## src/rtl/kslp_pkg.sv

```systemverilog
// Package for the short/long key press classifier.
// Holds key count, field widths, operation codes and the cell interface structs.
// No dependencies.
package kslp_pkg;

  localparam int NUM_KEYS  = 4;
  localparam int MASK_KEYS = (NUM_KEYS < 4) ? NUM_KEYS : 4;  // keys visible in 4-bit masks

  localparam int FUNC_W  = 2;
  localparam int LEVEL_W = 4;
  localparam int INDEX_W = 2;
  localparam int COUNT_W = 16;

  localparam int IN_DATA_W  = 8;   // key_levels + key_index, padded to a byte
  localparam int OUT_DATA_W = 16;  // taken_event + three masks, padded

  localparam logic [COUNT_W-1:0] LONG_TICKS_RESET = 16'd1000;

  typedef enum logic [FUNC_W-1:0] {
    FUNC_TICK       = 2'd0,
    FUNC_TAKE_SHORT = 2'd1,
    FUNC_TAKE_LONG  = 2'd2,
    FUNC_CLEAR      = 2'd3
  } func_t;

  // Command broadcast to every key cell
  typedef struct packed {
    logic  fire;      // transaction leaves the input stage this cycle
    func_t func;
  } key_cmd_t;

  // Per-key state after the current transaction
  typedef struct packed {
    logic pressed;
    logic short_pend;
    logic long_pend;
    logic taken;      // pending flag returned by an addressed take
  } key_status_t;

endpackage

```

## src/rtl/kslp_key_cell.sv

```systemverilog
// One key's press state: hold counter, consumed mark and pending flags.
// Depends on kslp_pkg.
module kslp_key_cell
  import kslp_pkg::*;
(
  input  logic               clk,
  input  logic               rst_n,
  input  key_cmd_t           cmd,
  input  logic               level,      // debounced level for this key
  input  logic               sel,        // take addresses this key
  input  logic [COUNT_W-1:0] long_ticks,
  output key_status_t        status
);

  logic               pressed_r, pressed_nxt;
  logic               consumed_r, consumed_nxt;
  logic               short_r, short_nxt;
  logic               long_r, long_nxt;
  logic [COUNT_W-1:0] count_r, count_nxt;
  logic [COUNT_W:0]   count_inc;
  logic               taken;

  assign count_inc = {1'b0, count_r} + {{COUNT_W{1'b0}}, 1'b1};

  always_comb begin
    pressed_nxt  = pressed_r;
    consumed_nxt = consumed_r;
    short_nxt    = short_r;
    long_nxt     = long_r;
    count_nxt    = count_r;
    taken        = 1'b0;
    unique case (cmd.func)
      FUNC_TICK: begin
        if (level) begin
          if (!pressed_r) begin
            pressed_nxt  = 1'b1;
            count_nxt    = '0;
            consumed_nxt = 1'b0;
          end else if (!consumed_r && (count_r < long_ticks)) begin
            count_nxt = count_inc[COUNT_W-1:0];
            if (count_inc >= {1'b0, long_ticks}) begin
              consumed_nxt = 1'b1;
              long_nxt     = 1'b1;
            end
          end
        end else if (pressed_r) begin
          pressed_nxt  = 1'b0;
          if (!consumed_r) short_nxt = 1'b1;
          count_nxt    = '0;
          consumed_nxt = 1'b0;
        end
      end
      FUNC_TAKE_SHORT: begin
        if (sel) begin
          taken     = short_r;
          short_nxt = 1'b0;
        end
      end
      FUNC_TAKE_LONG: begin
        if (sel) begin
          taken    = long_r;
          long_nxt = 1'b0;
        end
      end
      FUNC_CLEAR: begin
        pressed_nxt  = 1'b0;
        consumed_nxt = 1'b0;
        short_nxt    = 1'b0;
        long_nxt     = 1'b0;
        count_nxt    = '0;
      end
      default: ;
    endcase
  end

  always_ff @(posedge clk) begin
    if (!rst_n) begin
      pressed_r  <= 1'b0;
      consumed_r <= 1'b0;
      short_r    <= 1'b0;
      long_r     <= 1'b0;
      count_r    <= '0;
    end else if (cmd.fire) begin
      pressed_r  <= pressed_nxt;
      consumed_r <= consumed_nxt;
      short_r    <= short_nxt;
      long_r     <= long_nxt;
      count_r    <= count_nxt;
    end
  end

  assign status = '{pressed: pressed_nxt, short_pend: short_nxt,
                    long_pend: long_nxt, taken: taken};

endmodule

```

## src/rtl/key_short_long_press_classifier.sv

```systemverilog
// Top level of the short/long key press classifier.
// Depends on kslp_pkg and kslp_key_cell.
//
// Usage:
//   in_*   stream channel: one transaction per operation. in_tuser carries the
//          operation (tick, take short, take long, clear); in_tdata carries the
//          key levels (used on tick) and the key index (used on take).
//   out_*  stream channel: exactly one result per input transaction, in order:
//          the taken flag and the pressed / short-pending / long-pending masks
//          as they stand after that operation.
//   cfg_*  write channel for long_press_ticks; always ready. Write it only while
//          the block is idle.
// Path: input register, then per-key update logic into the result register.
// Throughput: one transaction per cycle while the output is not stalled; each
//   key cell computes its next counter and flags combinationally, so the state
//   feedback loop closes every cycle.
// Stall: when out_tready is low the result register holds, the input register
//   keeps its transaction, and in_tready drops once both are full.
// Reset: synchronous, active low. All key state clears, long_press_ticks
//   returns to 1000, both stages empty.
module key_short_long_press_classifier
  import kslp_pkg::*;
(
  input  logic                  clk,
  input  logic                  rst_n,

  input  logic                  in_tvalid,
  output logic                  in_tready,
  input  logic [IN_DATA_W-1:0]  in_tdata,   // [3:0] key_levels, [5:4] key_index, [7:6] zero
  input  logic [FUNC_W-1:0]     in_tuser,   // [1:0] func

  output logic                  out_tvalid,
  input  logic                  out_tready,
  output logic [OUT_DATA_W-1:0] out_tdata,  // [0] taken_event, [4:1] down_mask,
                                            // [8:5] short_pending_mask,
                                            // [12:9] long_pending_mask, [15:13] zero

  input  logic                  cfg_valid,
  output logic                  cfg_ready,
  input  logic [COUNT_W-1:0]    cfg_data    // long_press_ticks
);

  // ---------------- configuration ----------------
  logic [COUNT_W-1:0] long_ticks_r;

  assign cfg_ready = 1'b1;

  always_ff @(posedge clk) begin
    if (!rst_n) begin
      long_ticks_r <= LONG_TICKS_RESET;
    end else if (cfg_valid && cfg_ready) begin
      long_ticks_r <= cfg_data;
    end
  end

  // ---------------- input register ----------------
  logic               s1_valid_r;
  func_t              s1_func_r;
  logic [LEVEL_W-1:0] s1_levels_r;
  logic [INDEX_W-1:0] s1_index_r;
  logic               out_valid_r;
  logic               advance;   // input stage may move into the result register
  logic               fire;      // a transaction is processed this cycle

  assign advance   = !out_valid_r || out_tready;
  assign fire      = s1_valid_r && advance;
  assign in_tready = !s1_valid_r || advance;

  always_ff @(posedge clk) begin
    if (!rst_n) begin
      s1_valid_r <= 1'b0;
    end else if (in_tready) begin
      s1_valid_r <= in_tvalid;
    end
  end

  // payload: no reset needed
  always_ff @(posedge clk) begin
    if (in_tready && in_tvalid) begin
      s1_func_r   <= func_t'(in_tuser);
      s1_levels_r <= in_tdata[LEVEL_W-1:0];
      s1_index_r  <= in_tdata[LEVEL_W +: INDEX_W];
    end
  end

  // ---------------- key cells ----------------
  key_cmd_t    cmd;
  key_status_t status [NUM_KEYS];

  assign cmd = '{fire: fire, func: s1_func_r};

  for (genvar k = 0; k < NUM_KEYS; k++) begin : g_key
    logic level;
    logic sel;
    // keys past the level field always see a released level; keys past the
    // index range can never be addressed by a take
    if (k < LEVEL_W) begin : g_lvl
      assign level = s1_levels_r[k];
    end else begin : g_nolvl
      assign level = 1'b0;
    end
    if (k < (1 << INDEX_W)) begin : g_idx
      assign sel = (s1_index_r == INDEX_W'(k));
    end else begin : g_noidx
      assign sel = 1'b0;
    end

    kslp_key_cell u_cell (
      .clk        (clk),
      .rst_n      (rst_n),
      .cmd        (cmd),
      .level      (level),
      .sel        (sel),
      .long_ticks (long_ticks_r),
      .status     (status[k])
    );
  end

  // ---------------- result assembly ----------------
  logic       taken_any;
  logic [3:0] down_m, short_m, long_m;

  always_comb begin
    taken_any = 1'b0;
    down_m    = '0;
    short_m   = '0;
    long_m    = '0;
    for (int k = 0; k < NUM_KEYS; k++) begin
      taken_any = taken_any | status[k].taken;
    end
    for (int k = 0; k < MASK_KEYS; k++) begin
      down_m[k]  = status[k].pressed;
      short_m[k] = status[k].short_pend;
      long_m[k]  = status[k].long_pend;
    end
  end

  // ---------------- result register ----------------
  logic [OUT_DATA_W-1:0] out_data_r;

  always_ff @(posedge clk) begin
    if (!rst_n) begin
      out_valid_r <= 1'b0;
    end else if (advance) begin
      out_valid_r <= s1_valid_r;
    end
  end

  always_ff @(posedge clk) begin
    if (fire) begin
      out_data_r <= {3'b000, long_m, short_m, down_m, taken_any};
    end
  end

  assign out_tvalid = out_valid_r;
  assign out_tdata  = out_data_r;

endmodule

```

## config.mk

```make
export PLATFORM = sky130hd
export DESIGN_NAME = key_short_long_press_classifier
export DESIGN_NICKNAME = d
export VERILOG_FILES = /design/src/rtl/kslp_pkg.sv /design/src/rtl/kslp_key_cell.sv /design/src/rtl/key_short_long_press_classifier.sv
export SDC_FILE = /design/constraint.sdc
export NUM_CORES = 1
export LEC_CHECK = 0
export ABC_AREA = 1
export BUFFER_PORTS_ARGS = -buffer_cell sky130_fd_sc_hd__buf_2
export CELL_PAD_IN_SITES_DETAIL_PLACEMENT = 1
export CELL_PAD_IN_SITES_GLOBAL_PLACEMENT = 2
export CORE_UTILIZATION = 36
export CTS_BUF_LIST = sky130_fd_sc_hd__clkbuf_4 sky130_fd_sc_hd__clkbuf_8 sky130_fd_sc_hd__clkbuf_16
export DETAILED_ROUTE_END_ITERATION = 10
export PLACE_DENSITY = 0.89
export SETUP_SLACK_MARGIN = 0.15
export SLEW_MARGIN = 20
export SYNTH_ARGS = -nofsm -noshare
export SYNTH_HDL_FRONTEND = slang
export SYNTH_SLANG_ARGS = --single-unit
```

## constraint.sdc

```tcl
create_clock -name clk -period 3.1 [get_ports clk]
set_clock_uncertainty 0.05 [all_clocks]
set_input_delay 0.155 -clock clk [delete_from_list [all_inputs] [get_ports clk]]
set_output_delay 0.155 -clock clk [all_outputs]
set_load 0.1 [all_outputs]
```

==> impl_metrics.csv <==
group,metric,value,unit
sta,relSlewSlack,52.7,%
power,p_leak,0.00589,uW
placed_design,portBuffers,43,
clock_tree,cts_buffer_depth,2,
worst_setup_path,cpPeakStageDelay,0.38,ns
floorplanning,start_util,36.8,%
worst_setup_path,reg2reg_depth,25,
clock_tree,clk_latency,0.43,ns
finish,final_nets,1589,
floorplanning,fp.dieW,160,um
worst_setup_path,worstPathArrival,3.51,ns
detailed_routing,drc,0,
synthesis,avgSynthCellArea,7.35,sq um
synthesis,synth_compound_area_share,15.8,%
synthesis,synth_xor_area_share,4.86,%
synthesis,synth_top_family_by_area,"simple AND/OR/NAND/NOR gates",
detailed_routing,drt_iter0_markers,587,
floorplanning,coreArea,24400,sq um
synthesis,async_reset_ff_share,0,%
clock_tree,cts_root_buf,"clkbuf_16",
detailed_routing,viasPerCell,5.30,
run_status,violations,"setup timing",
worst_setup_path,worstSetupEndpoint,"g_key[2].u_cell.long_r",
sta,tightestPinTransition,0.709,ns
clock_tree,cts_tree,"yes",
worst_setup_path,cp_max_fo,3,
sta,setup_viol,4,
worst_setup_path,path_buf_inv,3,
synthesis,synthSimpleGateAreaFrac,23.0,%
worst_setup_path,crit_type,"reg2reg",
floorplanning,dieHeight,160,um
global_routing,grt_first_pass_wirelength,49900,um
floorplanning,die_area,25600,sq um
global_routing,antenna_found_initial,0,
sta,report.final.slew_viol_count,0,
power,p_sw,1480,uW
finish,antenna_cells,0,
worst_setup_path,r2r_end,"g_key[2].u_cell.long_r",
floorplanning,io-pin-count,50,
sta,rsz0062_at_grt,"true",
sta,hold_viol,0,
synthesis,synth.cell_area,8980,sq um
worst_setup_path,cp_num_cells,25,
synthesis,yosysTopAreaCell,"dfxtp_1",
placed_design,gp_congestion,0.819,
synthesis,synth_ff_type,"dfxtp_1",
synthesis,synth_mux_area_share,0,%
finish,areaGrowthSynthToFinish,34.4,%
synthesis,synth_commonest_cells,"nand2_1 (248), inv_1 (160), a21oi_1 (146), ha_1 (136), dfxtp_1 (98)",
clock_tree,cts.sinks,119,
synthesis,yosysTopAreaCellShare,21.8,%
worst_setup_path,path_delay_family,"simple AND/OR/NAND/NOR gates",
sta,min_period,3.20,ns
worst_setup_path,cpMostUsedCell,"nand2_1",
synthesis,yosys_warnings,0,
synthesis,synth-edff-count,21,
floorplanning,std_cell_rows,57,
sta,max_freq,313,MHz
clock_tree,cts.htree.levels,4,
power,switching_share,31.0,%
global_routing,overflow,0,
global_routing,grt_max_degree,43,
synthesis,yosysMostFrequentCell,"nand2_1",
synthesis,ys_seq_area_share,28.9,%
worst_setup_path,rrSetupSlack,-0.1,ns
worst_setup_path,crit_path_end_kind,"flop",
power,comb_power_share,18.2,%
power,ir_worst_vdd,219,uV
worst_hold_path,min-delay-path-class,"in2reg",
run_status,outcome,"complete, but fails checks",
power,intPower,3290,uW
detailed_routing,drt-total-wl,32700,um
synthesis,synthCells,1222,
sta,setup_ws,-0.0954,ns
global_routing,grt.total_usage,24.8,%
global_routing,grt_pass1_vias,9429,
power,power_frac_seq,35.4,%
synthesis,synth.area.top_cells,"dfxtp_1 (22%), ha_1 (19%), nand2_1 (10%)",
synthesis,synth_seq_cells,119,
sta,post-route-period-util,103,%
clock_tree,cts_buffers,17,
sta,holdWs,0.0254,ns
power,clock_power_share,46.4,%
placed_design,place_hpwl,21400,um
sta,finalSetupTns,-0.259,ns
power,finalPower,4780,uW
flow_run,maxCapViolCount,0,
clock_tree,clk_pin_slew_worst_paths,0.06,ns
worst_setup_path,reg2reg_from,"g_key[2].u_cell.count_r[0]",
worst_setup_path,worstPathRequired,3.41,ns
worst_setup_path,startpoint_type,"flop",
synthesis,yosys.area_share.adder,18.9,%
power,powerDensity,395,nW/um^2
detailed_routing,ant_nets,0,
detailed_routing,via_count,9315,
worst_setup_path,startpoint,"g_key[2].u_cell.count_r[0]",
synthesis,synthDistinctLibCells,44,
finish,final_layout_size_suffix_gt1_share,25.1,%
detailed_routing,wl_per_cell,18.6,um
detailed_routing,dr.pass1.iters,5,
worst_setup_path,crit_slowest_cell,"dfxtp_4",
## state kept, by name (all words and copies together) (netlist names), 2 cells and up
register / flops
long_ticks_r: 16
s1_index_r: 2
g_key.u_cell.consumed_r: 4
out_tdata: 13
s1_func_r: 2
s1_levels_r: 4
g_key.u_cell.long_r: 4
g_key.u_cell.count_r: 64
g_key.u_cell.pressed_r: 4
g_key.u_cell.short_r: 4
## worst reg2reg max path: stages, from the launching register on
cell     delay (ns)
dfxtp_4        0.38
inv_4          0.05
nor2_4         0.13
nand3_4        0.09
nor2_4         0.13
nand2_2        0.08
nor3_4         0.20
buf_6          0.15
nand3_4        0.06
xor2_1         0.18
inv_2          0.08
ha_4           0.27
nand4_1        0.18
nor3_1         0.26
nand2_1        0.10
nand3_2        0.07
nand2_1        0.06
nand2_1        0.08
nand2_2        0.07
nand2_2        0.06
nand2_2        0.05
nand2_1        0.06
nand2_1        0.05
nand2_1        0.07
nand2_1        0.07
a21oi_1        0.11
## placed cells by master, fill, tap and decap left out, types with 6 or more instances in the layout
cell type      count
xor2_1            32
nor2_2            10
clkbuf_16         18
nor3_4             6
nand2_2           21
dfxtp_2           10
ha_1             121
buf_2             43
o21ai_0           54
nand3_1           54
dfxtp_4            6
nand2_4            6
nor2_1            62
nand4_1           26
nand2_1          225
ha_4              13
nor3_1            14
edfxtp_1          21
inv_2             13
buf_4            141
nor2_4            12
xor2_2             6
a21oi_2            6
nand3_2           10
dfxtp_1           82
a211oi_1          32
inv_1            144
dlygate4sd3_1     24
a21oi_1          141
xnor2_1           10
## cell families after synthesis
kind of cell | count (synthesis)
and+or+nand+nor | 463
AOI/OAI and AO/OA | 256
buffers and inverters | 197
adders and majority gates | 136
DFF | 119
xor gates and xnor gates | 49
other | 2
## per-stage QoR
step,instance area (sq um),setup WS (ns),std cells,util (%)
after CTS,11600,-0.00932,1734,47.4
after floorplan,8990,0.286,1224,-
after detailed placement,10200,-0.191,1648,41.6
final,12100,-0.0954,1759,49.5
after global routing,12100,-0.333,1759,49.5
after global placement,10200,-0.0403,1648,41.6
## power by group through the flow
stage | clock network (uW) | registers (uW) | logic, uW
finish | 2220 | 1690 | 868
global route | 2310 | 1700 | 950
CTS | 2240 | 1690 | 819
detailed placement | 0 | 1720 | 759
global placement | 0 | 1720 | 733
floorplan | 0 | 1780 | 432
## layer usage
layer / global-route usage, % / up-vias / part of all wire [%]
met5: 0 / - / 0
met4: 6.62 / 0 / 1.9
met3: 3.58 / 42 / 3.6
met2: 43.1 / 198 / 49
met1: 31.8 / 4561 / 45
li1: - / 4514 / -
## final cells by class
| cell class | count | area, sq um |
|---|---|---|
| clock inverter | 12 | 161 |
| inverter | 162 | 622 |
| fill | 3001 | 12300 |
| multi-input combinational | 908 | 6190 |
| clock buffer | 20 | 478 |
| sequential | 119 | 2630 |
| timing repair buffer | 214 | 1590 |
| tap | 324 | 405 |
## timing repair
item,in CTS,in global routing
setup endpoints to repair,12,19
endpoints found under the hold margin,24,0
pin swaps,45,54
gates resized for setup,78,82
hold buffers,24,0
setup buffers,30,25
## worst min path at each step
stage / endpoint / from / cells past startpoint / slack (ns)
after CTS: long_ticks_r[13] / cfg_data[13] / 3 / 0.009
after floorplan: s1_func_r[0] / in_tuser[0] / 0 / 0.20
after detailed placement: s1_levels_r[1] / in_tdata[1] / 1 / 0.28
final: long_ticks_r[13] / cfg_data[13] / 3 / 0.03
after global placement: s1_func_r[0] / in_tuser[0] / 1 / 0.28
after global routing: long_ticks_r[13] / cfg_data[13] / 3 / 0.01
Power figures use the tool's default switching activity.
